<file path="src/rtl/hds_pkg.sv">
// ----------------------------------------------------------------------------
// Heat diffusion stencil package
// Shared types and constants for the 1-D heat diffusion relaxation block.
// ----------------------------------------------------------------------------
package hds_pkg;

  // Fixed widths of the external fields.
  localparam int unsigned EXT_TEMP_W = 32;
  localparam int unsigned INDEX_W    = 6;
  localparam int unsigned SWEEP_W    = 16;
  localparam int unsigned GAIN_W     = 16;
  localparam int unsigned POINTS_W   = 7;
  localparam int unsigned TOL_W      = 32;
  localparam int unsigned SUM_W      = 38;
  localparam int unsigned CFG_DATA_W = 32;
  localparam int unsigned CFG_IDX_W  = 2;

  // Smallest grid that still has one interior point.
  localparam int unsigned MIN_POINTS = 3;

  // Register reset values.
  localparam logic [POINTS_W-1:0] POINTS_RESET = 7'd32;
  localparam logic [GAIN_W-1:0]   GAIN_RESET   = 16'd16384;
  localparam logic [SWEEP_W-1:0]  MAX_IT_RESET = 16'd1000;
  localparam logic [TOL_W-1:0]    TOL_RESET    = 32'd66;

  // Configuration register indexes.
  typedef enum logic [CFG_IDX_W-1:0] {
    CFG_POINTS_IN_USE      = 2'd0,
    CFG_DIFFUSION_GAIN     = 2'd1,
    CFG_MAX_ITERATIONS     = 2'd2,
    CFG_RESIDUAL_TOLERANCE = 2'd3
  } cfg_reg_e;

  // Sequencer states.
  typedef enum logic [3:0] {
    ST_IDLE,
    ST_INIT,
    ST_SWEEP,
    ST_RD_PRIOR,
    ST_RD_CENTER,
    ST_LAP,
    ST_MUL,
    ST_UPD,
    ST_CHK,
    ST_EMIT_RD,
    ST_EMIT_LD,
    ST_EMIT_WAIT
  } hds_state_e;

  // Step enables for the shared relaxation unit.
  typedef struct packed {
    logic lap_en;
    logic mul_en;
  } hds_relax_step_t;

  // Request payload: boundary temperatures.
  typedef struct packed {
    logic signed [EXT_TEMP_W-1:0] left_temp;
    logic signed [EXT_TEMP_W-1:0] right_temp;
  } hds_in_t;

  // Result payload: one grid point.
  typedef struct packed {
    logic signed [EXT_TEMP_W-1:0] temperature;
    logic [INDEX_W-1:0]           point_index;
    logic                         last_point;
    logic                         converged;
    logic [SWEEP_W-1:0]           sweeps_done;
  } hds_out_t;

endpackage

</file>
<file path="src/rtl/hds_stream_if.sv">
// ----------------------------------------------------------------------------
// Heat diffusion stream interface
// Valid/ready channel carrying one payload of a given type.
// ----------------------------------------------------------------------------
interface hds_stream_if #(
  parameter type payload_t = logic
) ();

  logic     valid;
  logic     ready;
  payload_t data;

  modport source (
    output valid,
    output data,
    input  ready
  );

  modport sink (
    input  valid,
    input  data,
    output ready
  );

endinterface

</file>
<file path="src/rtl/hds_relax_unit.sv">
// ----------------------------------------------------------------------------
// Heat diffusion relaxation unit
// Shared point update: Laplacian, gain multiply, rounding, saturation and
// absolute change, split over two registered steps.
// ----------------------------------------------------------------------------
module hds_relax_unit #(
  parameter int unsigned TEMP_WIDTH = 32
) (
  input  logic                           clk_i,
  input  hds_pkg::hds_relax_step_t       step_i,
  input  logic signed [TEMP_WIDTH-1:0]   left_i,
  input  logic signed [TEMP_WIDTH-1:0]   center_i,
  input  logic signed [TEMP_WIDTH-1:0]   right_i,
  input  logic [hds_pkg::GAIN_W-1:0]     gain_i,
  output logic signed [TEMP_WIDTH-1:0]   new_temp_o,
  output logic [TEMP_WIDTH-1:0]          abs_change_o
);

  import hds_pkg::*;

  localparam int unsigned W  = TEMP_WIDTH;
  localparam int unsigned LW = W + 2;
  localparam int unsigned PW = LW + GAIN_W;
  localparam int unsigned SW = W + 3;

  localparam logic signed [SW-1:0] SAT_MAX = {{4{1'b0}}, {(W-1){1'b1}}};
  localparam logic signed [SW-1:0] SAT_MIN = {{4{1'b1}}, {(W-1){1'b0}}};
  localparam logic [PW-1:0]        ROUND_HALF = {{LW{1'b0}}, 1'b1, {(GAIN_W-1){1'b0}}};

  logic signed [LW-1:0] lap;
  logic [LW-1:0]        mag_d;
  logic [LW-1:0]        mag_q;
  logic                 neg_q;
  logic                 neg2_q;
  logic [PW-1:0]        prod_q;
  logic [PW-1:0]        rounded;
  logic [LW-1:0]        quot;
  logic signed [SW-1:0] center_ext;
  logic signed [SW-1:0] quot_ext;
  logic signed [SW-1:0] sum;
  logic signed [W:0]    diff;
  logic [W:0]           diff_abs;

  // Laplacian left + right - 2*center, as sign and magnitude.
  assign lap = {{2{left_i[W-1]}}, left_i} + {{2{right_i[W-1]}}, right_i}
             - {center_i[W-1], center_i, 1'b0};
  assign mag_d = lap[LW-1] ? LW'(-lap) : LW'(lap);

  always_ff @(posedge clk_i) begin
    if (step_i.lap_en) begin
      neg_q <= lap[LW-1];
      mag_q <= mag_d;
    end
    if (step_i.mul_en) begin
      neg2_q <= neg_q;
      prod_q <= PW'(mag_q) * PW'(gain_i);
    end
  end

  // Round to nearest, ties away from zero, on the magnitude.
  assign rounded = prod_q + ROUND_HALF;
  assign quot    = rounded[PW-1:GAIN_W];

  // Apply the change and saturate to the grid range.
  assign center_ext = {{3{center_i[W-1]}}, center_i};
  assign quot_ext   = {1'b0, quot};
  assign sum        = neg2_q ? (center_ext - quot_ext) : (center_ext + quot_ext);

  always_comb begin
    priority if (sum > SAT_MAX) begin
      new_temp_o = SAT_MAX[W-1:0];
    end else if (sum < SAT_MIN) begin
      new_temp_o = SAT_MIN[W-1:0];
    end else begin
      new_temp_o = sum[W-1:0];
    end
  end

  // Absolute change of this point.
  assign diff         = {new_temp_o[W-1], new_temp_o} - {center_i[W-1], center_i};
  assign diff_abs     = diff[W] ? (W+1)'(-diff) : (W+1)'(diff);
  assign abs_change_o = diff_abs[W-1:0];

endmodule

</file>
<file path="src/rtl/heat_diffusion_stencil_1d.sv">
// ----------------------------------------------------------------------------
// Heat diffusion stencil, 1-D
// Explicit FTCS relaxation of a 1-D grid between two fixed boundaries.
// ----------------------------------------------------------------------------
// Each request carries the left and right boundary temperatures and starts
// one run. The run writes the grid (P points) point by point, then sweeps it
// until the summed absolute change drops below the tolerance or the sweep
// limit is reached, and finally returns one result per point in order. All
// interior points go through one shared relaxation unit and one grid memory
// with one write port and one read port, so each interior point goes through
// the Laplacian, the multiply and the write-back in turn, and each sweep adds
// sweep setup and the convergence check. Each result is read from the grid
// memory, loaded into the result register and held until the result side
// takes it. The block takes no new request until the last result of a run
// has been delivered. The grid memory needs no clearing after reset.
module heat_diffusion_stencil_1d #(
  parameter int unsigned MAX_POINTS = 64,
  parameter int unsigned TEMP_WIDTH = 32
) (
  input  logic                             clk_i,
  input  logic                             rst_ni,
  input  logic                             cfg_we_i,
  input  logic [hds_pkg::CFG_IDX_W-1:0]    cfg_index_i,
  input  logic [hds_pkg::CFG_DATA_W-1:0]   cfg_data_i,
  hds_stream_if.sink                       in_req_i,
  hds_stream_if.source                     res_o
);

  import hds_pkg::*;

  localparam int unsigned W   = TEMP_WIDTH;
  localparam int unsigned AW  = $clog2(MAX_POINTS);
  localparam int unsigned PW  = $clog2(MAX_POINTS + 1);
  localparam int unsigned EW  = ((W > EXT_TEMP_W) ? W : EXT_TEMP_W) + 1;
  localparam int unsigned CW  = ((W > SUM_W) ? W : SUM_W) + 1;

  localparam logic signed [EW-1:0] GRID_MAX = {{(EW-W+1){1'b0}}, {(W-1){1'b1}}};
  localparam logic signed [EW-1:0] GRID_MIN = {{(EW-W+1){1'b1}}, {(W-1){1'b0}}};
  localparam logic signed [EW-1:0] EXT_MAX  =
    {{(EW-EXT_TEMP_W+1){1'b0}}, {(EXT_TEMP_W-1){1'b1}}};
  localparam logic signed [EW-1:0] EXT_MIN  =
    {{(EW-EXT_TEMP_W+1){1'b1}}, {(EXT_TEMP_W-1){1'b0}}};
  localparam logic [CW-1:0]        SUM_MAX  = {{(CW-SUM_W){1'b0}}, {SUM_W{1'b1}}};
  localparam logic [POINTS_W-1:0]  MAXP     = POINTS_W'(MAX_POINTS);
  localparam logic [POINTS_W-1:0]  MINP     = POINTS_W'(MIN_POINTS);

  // Clamp a boundary input to the grid range.
  function automatic logic signed [W-1:0] clamp_in(input logic signed [EXT_TEMP_W-1:0] v);
    logic signed [EW-1:0] e;
    e = {{(EW-EXT_TEMP_W){v[EXT_TEMP_W-1]}}, v};
    if (e > GRID_MAX) begin
      e = GRID_MAX;
    end else if (e < GRID_MIN) begin
      e = GRID_MIN;
    end
    return e[W-1:0];
  endfunction

  // Clamp a grid value to the result field range.
  function automatic logic signed [EXT_TEMP_W-1:0] clamp_out(input logic signed [W-1:0] v);
    logic signed [EW-1:0] e;
    e = {{(EW-W){v[W-1]}}, v};
    if (e > EXT_MAX) begin
      e = EXT_MAX;
    end else if (e < EXT_MIN) begin
      e = EXT_MIN;
    end
    return e[EXT_TEMP_W-1:0];
  endfunction

  // Configuration registers.
  logic [POINTS_W-1:0] points_q;
  logic [GAIN_W-1:0]   gain_q;
  logic [SWEEP_W-1:0]  max_it_q;
  logic [TOL_W-1:0]    tol_q;

  // Sequencer state.
  hds_state_e          state_q, state_d;
  logic [PW-1:0]       idx_q, idx_d;
  logic [PW-1:0]       pts_q, pts_d;
  logic [SWEEP_W-1:0]  sweep_q, sweep_d;
  logic [SUM_W-1:0]    sum_q, sum_d;
  logic                conv_q, conv_d;

  // Datapath registers.
  logic signed [W-1:0] left_q, left_d;
  logic signed [W-1:0] right_q, right_d;
  logic signed [W-1:0] prior_q, prior_d;
  logic signed [W-1:0] center_q, center_d;
  logic signed [W-1:0] nbr_q, nbr_d;
  hds_out_t            res_q, res_d;

  // Grid memory.
  logic signed [W-1:0] grid_mem [MAX_POINTS];
  logic signed [W-1:0] rdata_q;
  logic                mem_we;
  logic [AW-1:0]       mem_waddr;
  logic signed [W-1:0] mem_wdata;
  logic                mem_re;
  logic [AW-1:0]       mem_raddr;

  // Relaxation unit hookup.
  hds_relax_step_t     step;
  logic signed [W-1:0] new_temp;
  logic [W-1:0]        abs_change;

  logic [PW:0]         idx_p1;
  logic [PW:0]         idx_p2;
  logic [PW:0]         pts_ext;
  logic [CW-1:0]       sum_next;

  assign idx_p1   = {1'b0, idx_q} + (PW+1)'(1);
  assign idx_p2   = {1'b0, idx_q} + (PW+1)'(2);
  assign pts_ext  = {1'b0, pts_q};
  assign sum_next = CW'(sum_q) + CW'(abs_change);

  // Configuration writes.
  always_ff @(posedge clk_i or negedge rst_ni) begin
    if (!rst_ni) begin
      points_q <= POINTS_RESET;
      gain_q   <= GAIN_RESET;
      max_it_q <= MAX_IT_RESET;
      tol_q    <= TOL_RESET;
    end else if (cfg_we_i) begin
      unique case (cfg_reg_e'(cfg_index_i))
        CFG_POINTS_IN_USE:      points_q <= cfg_data_i[POINTS_W-1:0];
        CFG_DIFFUSION_GAIN:     gain_q   <= cfg_data_i[GAIN_W-1:0];
        CFG_MAX_ITERATIONS:     max_it_q <= cfg_data_i[SWEEP_W-1:0];
        CFG_RESIDUAL_TOLERANCE: tol_q    <= cfg_data_i[TOL_W-1:0];
      endcase
    end
  end

  // Grid memory: one write port, one registered read port.
  always_ff @(posedge clk_i) begin
    if (mem_we) begin
      grid_mem[mem_waddr] <= mem_wdata;
    end
    if (mem_re) begin
      rdata_q <= grid_mem[mem_raddr];
    end
  end

  // Shared point update.
  hds_relax_unit #(
    .TEMP_WIDTH (TEMP_WIDTH)
  ) u_relax (
    .clk_i        (clk_i),
    .step_i       (step),
    .left_i       (prior_q),
    .center_i     (center_q),
    .right_i      (rdata_q),
    .gain_i       (gain_q),
    .new_temp_o   (new_temp),
    .abs_change_o (abs_change)
  );

  // Control state registers.
  always_ff @(posedge clk_i or negedge rst_ni) begin
    if (!rst_ni) begin
      state_q <= ST_IDLE;
      idx_q   <= '0;
      pts_q   <= PW'(MIN_POINTS);
      sweep_q <= '0;
      sum_q   <= '0;
      conv_q  <= 1'b0;
    end else begin
      state_q <= state_d;
      idx_q   <= idx_d;
      pts_q   <= pts_d;
      sweep_q <= sweep_d;
      sum_q   <= sum_d;
      conv_q  <= conv_d;
    end
  end

  // Payload registers.
  always_ff @(posedge clk_i) begin
    left_q   <= left_d;
    right_q  <= right_d;
    prior_q  <= prior_d;
    center_q <= center_d;
    nbr_q    <= nbr_d;
    res_q    <= res_d;
  end

  assign in_req_i.ready = (state_q == ST_IDLE);
  assign res_o.valid    = (state_q == ST_EMIT_WAIT);
  assign res_o.data     = res_q;

  // Sequencer: next state, memory control and datapath updates.
  always_comb begin
    state_d   = state_q;
    idx_d     = idx_q;
    pts_d     = pts_q;
    sweep_d   = sweep_q;
    sum_d     = sum_q;
    conv_d    = conv_q;
    left_d    = left_q;
    right_d   = right_q;
    prior_d   = prior_q;
    center_d  = center_q;
    nbr_d     = nbr_q;
    res_d     = res_q;
    mem_we    = 1'b0;
    mem_waddr = idx_q[AW-1:0];
    mem_wdata = new_temp;
    mem_re    = 1'b0;
    mem_raddr = idx_q[AW-1:0];
    step      = '0;

    unique case (state_q)
      // Take a request and latch the clamped run setup.
      ST_IDLE: begin
        if (in_req_i.valid) begin
          priority if (points_q < MINP) begin
            pts_d = PW'(MIN_POINTS);
          end else if (points_q > MAXP) begin
            pts_d = PW'(MAX_POINTS);
          end else begin
            pts_d = points_q[PW-1:0];
          end
          left_d  = clamp_in(in_req_i.data.left_temp);
          right_d = clamp_in(in_req_i.data.right_temp);
          idx_d   = '0;
          sweep_d = '0;
          sum_d   = '0;
          conv_d  = 1'b0;
          state_d = ST_INIT;
        end
      end

      // Write boundaries and zero the interior, one point per cycle.
      ST_INIT: begin
        mem_we = 1'b1;
        priority if (idx_q == '0) begin
          mem_wdata = left_q;
        end else if (idx_p1 == pts_ext) begin
          mem_wdata = right_q;
        end else begin
          mem_wdata = '0;
        end
        if (idx_p1 == pts_ext) begin
          state_d = ST_SWEEP;
        end else begin
          idx_d = idx_p1[PW-1:0];
        end
      end

      // Start a sweep unless the sweep limit is reached.
      ST_SWEEP: begin
        if (sweep_q >= max_it_q) begin
          idx_d   = '0;
          state_d = ST_EMIT_RD;
        end else begin
          mem_re    = 1'b1;
          mem_raddr = '0;
          sum_d     = '0;
          state_d   = ST_RD_PRIOR;
        end
      end

      ST_RD_PRIOR: begin
        prior_d   = rdata_q;
        mem_re    = 1'b1;
        mem_raddr = AW'(1);
        idx_d     = PW'(1);
        state_d   = ST_RD_CENTER;
      end

      ST_RD_CENTER: begin
        center_d  = rdata_q;
        mem_re    = 1'b1;
        mem_raddr = idx_p1[AW-1:0];
        state_d   = ST_LAP;
      end

      // Right neighbor has arrived: form the Laplacian.
      ST_LAP: begin
        nbr_d       = rdata_q;
        step.lap_en = 1'b1;
        state_d     = ST_MUL;
      end

      ST_MUL: begin
        step.mul_en = 1'b1;
        state_d     = ST_UPD;
      end

      // Write the new value back, accumulate the change, shift the window.
      ST_UPD: begin
        mem_we   = 1'b1;
        sum_d    = (sum_next > SUM_MAX) ? SUM_MAX[SUM_W-1:0] : sum_next[SUM_W-1:0];
        prior_d  = center_q;
        center_d = nbr_q;
        if (idx_p2 < pts_ext) begin
          idx_d     = idx_p1[PW-1:0];
          mem_re    = 1'b1;
          mem_raddr = idx_p2[AW-1:0];
          state_d   = ST_LAP;
        end else begin
          state_d = ST_CHK;
        end
      end

      // End of sweep: count it and test for convergence.
      ST_CHK: begin
        sweep_d = sweep_q + SWEEP_W'(1);
        if (sum_q < SUM_W'(tol_q)) begin
          conv_d  = 1'b1;
          idx_d   = '0;
          state_d = ST_EMIT_RD;
        end else begin
          state_d = ST_SWEEP;
        end
      end

      ST_EMIT_RD: begin
        mem_re  = 1'b1;
        state_d = ST_EMIT_LD;
      end

      ST_EMIT_LD: begin
        res_d.temperature = clamp_out(rdata_q);
        res_d.point_index = INDEX_W'(idx_q);
        res_d.last_point  = (idx_p1 == pts_ext);
        res_d.converged   = conv_q;
        res_d.sweeps_done = sweep_q;
        state_d           = ST_EMIT_WAIT;
      end

      // Hold the result until it is taken.
      ST_EMIT_WAIT: begin
        if (res_o.ready) begin
          if (idx_p1 == pts_ext) begin
            state_d = ST_IDLE;
          end else begin
            idx_d   = idx_p1[PW-1:0];
            state_d = ST_EMIT_RD;
          end
        end
      end

      default: begin
        state_d = ST_IDLE;
      end
    endcase
  end

endmodule

</file>
<file path="src/flat_wrapper.sv">
// flat-port wrapper written by rule: the top's interface ports become plain ports
module heat_diffusion_stencil_1d_flat import hds_pkg::*;
#(
  parameter int unsigned MAX_POINTS = 64,
  parameter int unsigned TEMP_WIDTH = 32
)
  (clk_i, rst_ni, cfg_we_i, cfg_index_i, cfg_data_i, in_req_i_valid, in_req_i_data, in_req_i_ready, res_o_valid, res_o_data, res_o_ready);
  hds_stream_if #(.payload_t(hds_in_t)) in_req_i_i ();
  hds_stream_if #(.payload_t(hds_out_t)) res_o_i ();
  input  logic clk_i;
  input  logic rst_ni;
  input  logic cfg_we_i;
  input  logic [hds_pkg::CFG_IDX_W-1:0] cfg_index_i;
  input  logic [hds_pkg::CFG_DATA_W-1:0] cfg_data_i;
  input wire logic [$bits(in_req_i_i.valid)-1:0] in_req_i_valid;
  input wire logic [$bits(in_req_i_i.data)-1:0] in_req_i_data;
  output wire logic [$bits(in_req_i_i.ready)-1:0] in_req_i_ready;
  output wire logic [$bits(res_o_i.valid)-1:0] res_o_valid;
  output wire logic [$bits(res_o_i.data)-1:0] res_o_data;
  input wire logic [$bits(res_o_i.ready)-1:0] res_o_ready;
  assign in_req_i_i.valid = in_req_i_valid;
  assign in_req_i_i.data = in_req_i_data;
  assign in_req_i_ready = in_req_i_i.ready;
  assign res_o_valid = res_o_i.valid;
  assign res_o_data = res_o_i.data;
  assign res_o_i.ready = res_o_ready;
  heat_diffusion_stencil_1d #(.MAX_POINTS(MAX_POINTS), .TEMP_WIDTH(TEMP_WIDTH)) u_core (.clk_i(clk_i), .rst_ni(rst_ni), .cfg_we_i(cfg_we_i), .cfg_index_i(cfg_index_i), .cfg_data_i(cfg_data_i), .in_req_i(in_req_i_i), .res_o(res_o_i));
endmodule
</file>
<file path="config.mk">
export PLATFORM = sky130hd
export DESIGN_NAME = heat_diffusion_stencil_1d_flat
export DESIGN_NICKNAME = d
export VERILOG_FILES = /design/src/rtl/hds_pkg.sv /design/src/rtl/hds_stream_if.sv /design/src/rtl/hds_relax_unit.sv /design/src/rtl/heat_diffusion_stencil_1d.sv /design/src/flat_wrapper.sv
export SDC_FILE = /design/constraint.sdc
export NUM_CORES = 2
export LEC_CHECK = 0
export BUFFER_PORTS_ARGS = -buffer_cell sky130_fd_sc_hd__buf_4
export CAP_MARGIN = 20
export CORE_MARGIN = 1.5
export CORE_UTILIZATION = 51
export DETAILED_ROUTE_END_ITERATION = 10
export PLACE_DENSITY = 0.77
export SLEW_MARGIN = 5
export SYNTH_ARGS = -nofsm -noshare
export SYNTH_HDL_FRONTEND = slang
export SYNTH_SLANG_ARGS = --single-unit
</file>
<file path="constraint.sdc">
create_clock -name clk_i -period 15.92 [get_ports clk_i]
set_input_delay 3.184 -clock clk_i [delete_from_list [all_inputs] [get_ports clk_i]]
set_output_delay 3.184 -clock clk_i [all_outputs]
set_load 0.02 [all_outputs]
</file>
==> metrics.txt <==
final wirelength=356.5 mm; hold path depth=0; Yosys reg bits=~2.5k; CTS max path bufs=4; Filler cells=about 18k; R2R Path End=u_core.sum_q[9]$_DFFE_PN0P_; R2R Path Start=u_core.u_relax.prod_q[15]$_DFFE_PP_; CTS sink count=approximately 2.5k; Post-route DRC=0; Die W=~500 um; Max Freq=approximately 70 MHz; Area Overhead vs Synth=11.45%; drt wl/cell=approximately 29 um; Total Routing Usage GR=between 20% and 30%; final setup violation count=0; buffers added on ports=160; initial antenna violation count=31; Synth area leaders=edfxtp_1 57%, fa_1 7.7%, mux4_2 5.8%; crit share post-route=between 80% and 90%; total negative slack=0 ns; vias=slightly below 80k; CP required=between 15 and 20 ns; Final Max Tran Viols=0; Skew-Pair Late Insertion Delay=roughly 0.98 ns; synth warn=0; CTS tree=built; Slew @ Worst Pin=1.230 ns; Mean Syn Cell Area=14.26 sq um; total grt overflow=0; delay-heaviest family, CP=compound AO/OA/AOI/OAI gates; post-synth top area share=57.10%; Worst Reg2Reg Path Length in Cells=48; unrepaired setup endpoints after global routing=false; most frequent cells in the layout=2367 x edfxtp_1, 850 x nand2_1, 697 x inv_1; Core Area=~240000 sq um; Worst Path Buf+Inv=2; outcome=completed; async set or reset register ratio after synthesis=roughly 5.7%; htree depth=5; FP Rows=~180; DRT antenna net count=0; critical path peak fanout=32; # hold bufs at CTS=0; Num CTS Buffers=274; Synth Flop Type=edfxtp_1; CTS root buffer=clkbuf_16; Hold Vio Cnt, Final=0; first-pass GRT wire length=approximately 520 mm; layout cell share with drive strength beyond 1=~14%; Boundary Pins=approximately 160; nets=approximately 10k; sequential area share after synthesis=~60%; Period minus WS final=approximately 14 ns; total die area=247100 sq um; post-synthesis cell type count=approximately 110; fin util=a little under three fifths; Clk pin slew, worst setup/hold paths=~0.060 ns; Starting Density=between 50% and 60%; max-cap viol count=0; Reg2Reg Setup Slack=1.64 ns; Hold Crit Class=flip-flop to flip-flop; type of destination of the critical path=flip-flop; post_cts resized=0; CP max stage delay=between 0.7 and 0.8 ns; DR pass1 iterations=8; Hold Crit Start=u_core.u_relax.neg_q$_DFFE_PP_; Synth area leader=edfxtp_1; global placement routability congestion=around 0.95; Max transition margin=between 10% and 20%; Worst Clk Skew=0.1432 ns; Mapped Area=124500 sq um; Via-to-Cell Ratio=6.296; vias in the first global route=around 78k; Die H=497.1 um; most common cell after layout, fill and taps aside=edfxtp_1; Critical Path AT=15.02 ns; Synth Net Count=roughly 9.6k; Synth Instances=8730; Post-synth EDFFs=approximately 2.4k; CP Launch Type=flip-flop; largest net degree at the start of global routing=between 150 and 200; hold-critical path endpoint=u_core.u_relax.neg2_q$_DFFE_PP_; Slowest cell on crit path=a2111oi_0; Setup CP Type=flip-flop to flip-flop; DRT iter0 DRCs=between 9k and 10k; post-CTS setup buffer count=0; post-DP HPWL=approximately 230 mm
==> layout make-up <==
| class | count | area (sq um) | area share, % |
|---|---|---|---|
| Timing Repair Buffer | 351 | 2954 | 2.129 |
| Multi-Input combinational cell | 4992 | 46070 | 33.21 |
| Inverter | 698 | 2621 | 1.889 |
| Antenna cell | 39 | 97.59 | 0.07034 |
| Clock inverter | 136 | 1075 | 0.7747 |
| Tap cell | 3202 | 4006 | 2.888 |
| Sequential cell | 2511 | 74700 | 53.84 |
| Clock buffer | 334 | 7218 | 5.203 |
==> flip-flops by register name (all words and copies together) (netlist names), 7 cells and up <==
| name | count |
|---|---|
| u_core.u_relax.mag_q | 34 |
| u_core.nbr_q | 32 |
| u_core.right_q | 32 |
| u_core.res_o.data | 56 |
| u_core.sum_q | 38 |
| u_core.tol_q | 32 |
| u_core.sweep_q | 16 |
| u_core.u_relax.prod_q | 35 |
| u_core.pts_q | 7 |
| u_core.prior_q | 32 |
| u_core.gain_q | 16 |
| u_core.center_q | 32 |
| u_core.points_q | 7 |
| u_core.max_it_q | 16 |
| u_core.left_q | 32 |
| u_core.rdata_q | 32 |
| u_core.idx_q | 7 |
| u_core.grid_mem | 2048 |
==> kinds of logic (layout without fill, tap and decap cells) <==
family / after synthesis / after routing / synth area share [%]
buffers and inverters: 1227 / 1519 / 3.766
adders and majority gates: 797 / 797 / 10.91
xor gates and xnor gates: 263 / 263 / 1.850
other: 0 / 39 / 0
muxes: 725 / 725 / 9.099
DFF: 2511 / 2511 / 60.00
and+or+nand+nor: 1878 / 1878 / 7.156
AOI/OAI and AO/OA: 1329 / 1329 / 7.218
==> cell usage after synthesis, types with 182 or more instances <==
cell and count:
a21oi_1 273, a22oi_1 182, and2_1 192, clkbuf_1 431, edfxtp_1 2367, fa_1 480
ha_1 317, inv_1 698, mux2i_1 334, mux4_2 318, nand2_1 852, nor2_1 269
o21ai_0 210
==> stage by stage <==
step | setup WS (ns) | cells | hold slack (ns) | cell area, sq um
after detailed placement | 1.639 | 11750 | 0.4261 | 130200
after CTS | 1.616 | 12220 | 0.4393 | 138500
after global placement | 1.763 | 11740 | 0.4507 | 130000
after floorplan | 4.390 | 8730 | 0.4003 | 124500
final | 1.638 | 12260 | 0.4450 | 138700
after global routing | 0.5976 | 12260 | 0.4533 | 138700
==> worst reg2reg max path: cells and delay by family, from the launching register on <==
family	cells	cell delay [ns]
AO/OA/AOI/OAI	25	7.53
XOR/XNOR	3	0.91
adder cells (fa/ha/maj)	6	2.03
buffers and inverters	2	0.28
flip-flops	1	0.45
AND/OR/NAND/NOR	12	2.96
==> layer usage <==
layer | vias up | track usage, % | wire length (um) | part of all wire (%)
met4 | 4 | 17.45 | 24180 | 6.8
met5 | - | 0 | 29 | 0.0081
li1 | 32430 | - | - | -
met1 | 39320 | 36.68 | 131000 | 37
met3 | 864 | 4.780 | 31490 | 8.8
met2 | 4590 | 45.80 | 169800 | 48
==> how the worst max path moves through the flow <==
stage,slack (ns),depth (start not counted),start,endpoint
floorplan,4.39,54,u_core.u_relax.prod_q[15]$_DFFE_PP_,u_core.sum_q[22]$_DFFE_PN0P_
global placement,1.76,47,u_core.u_relax.prod_q[15]$_DFFE_PP_,u_core.sum_q[7]$_DFFE_PN0P_
detailed placement,1.64,47,u_core.u_relax.prod_q[15]$_DFFE_PP_,u_core.sum_q[6]$_DFFE_PN0P_
CTS,1.62,47,u_core.u_relax.prod_q[16]$_DFFE_PP_,u_core.sum_q[7]$_DFFE_PN0P_
global route,0.60,47,u_core.u_relax.prod_q[16]$_DFFE_PP_,u_core.sum_q[7]$_DFFE_PN0P_
finish,1.64,48,u_core.u_relax.prod_q[15]$_DFFE_PP_,u_core.sum_q[9]$_DFFE_PN0P_
Power is left out: the tool's default activity adds up to more than one toggle a clock period on the data nets, which glitch-free logic cannot reach.
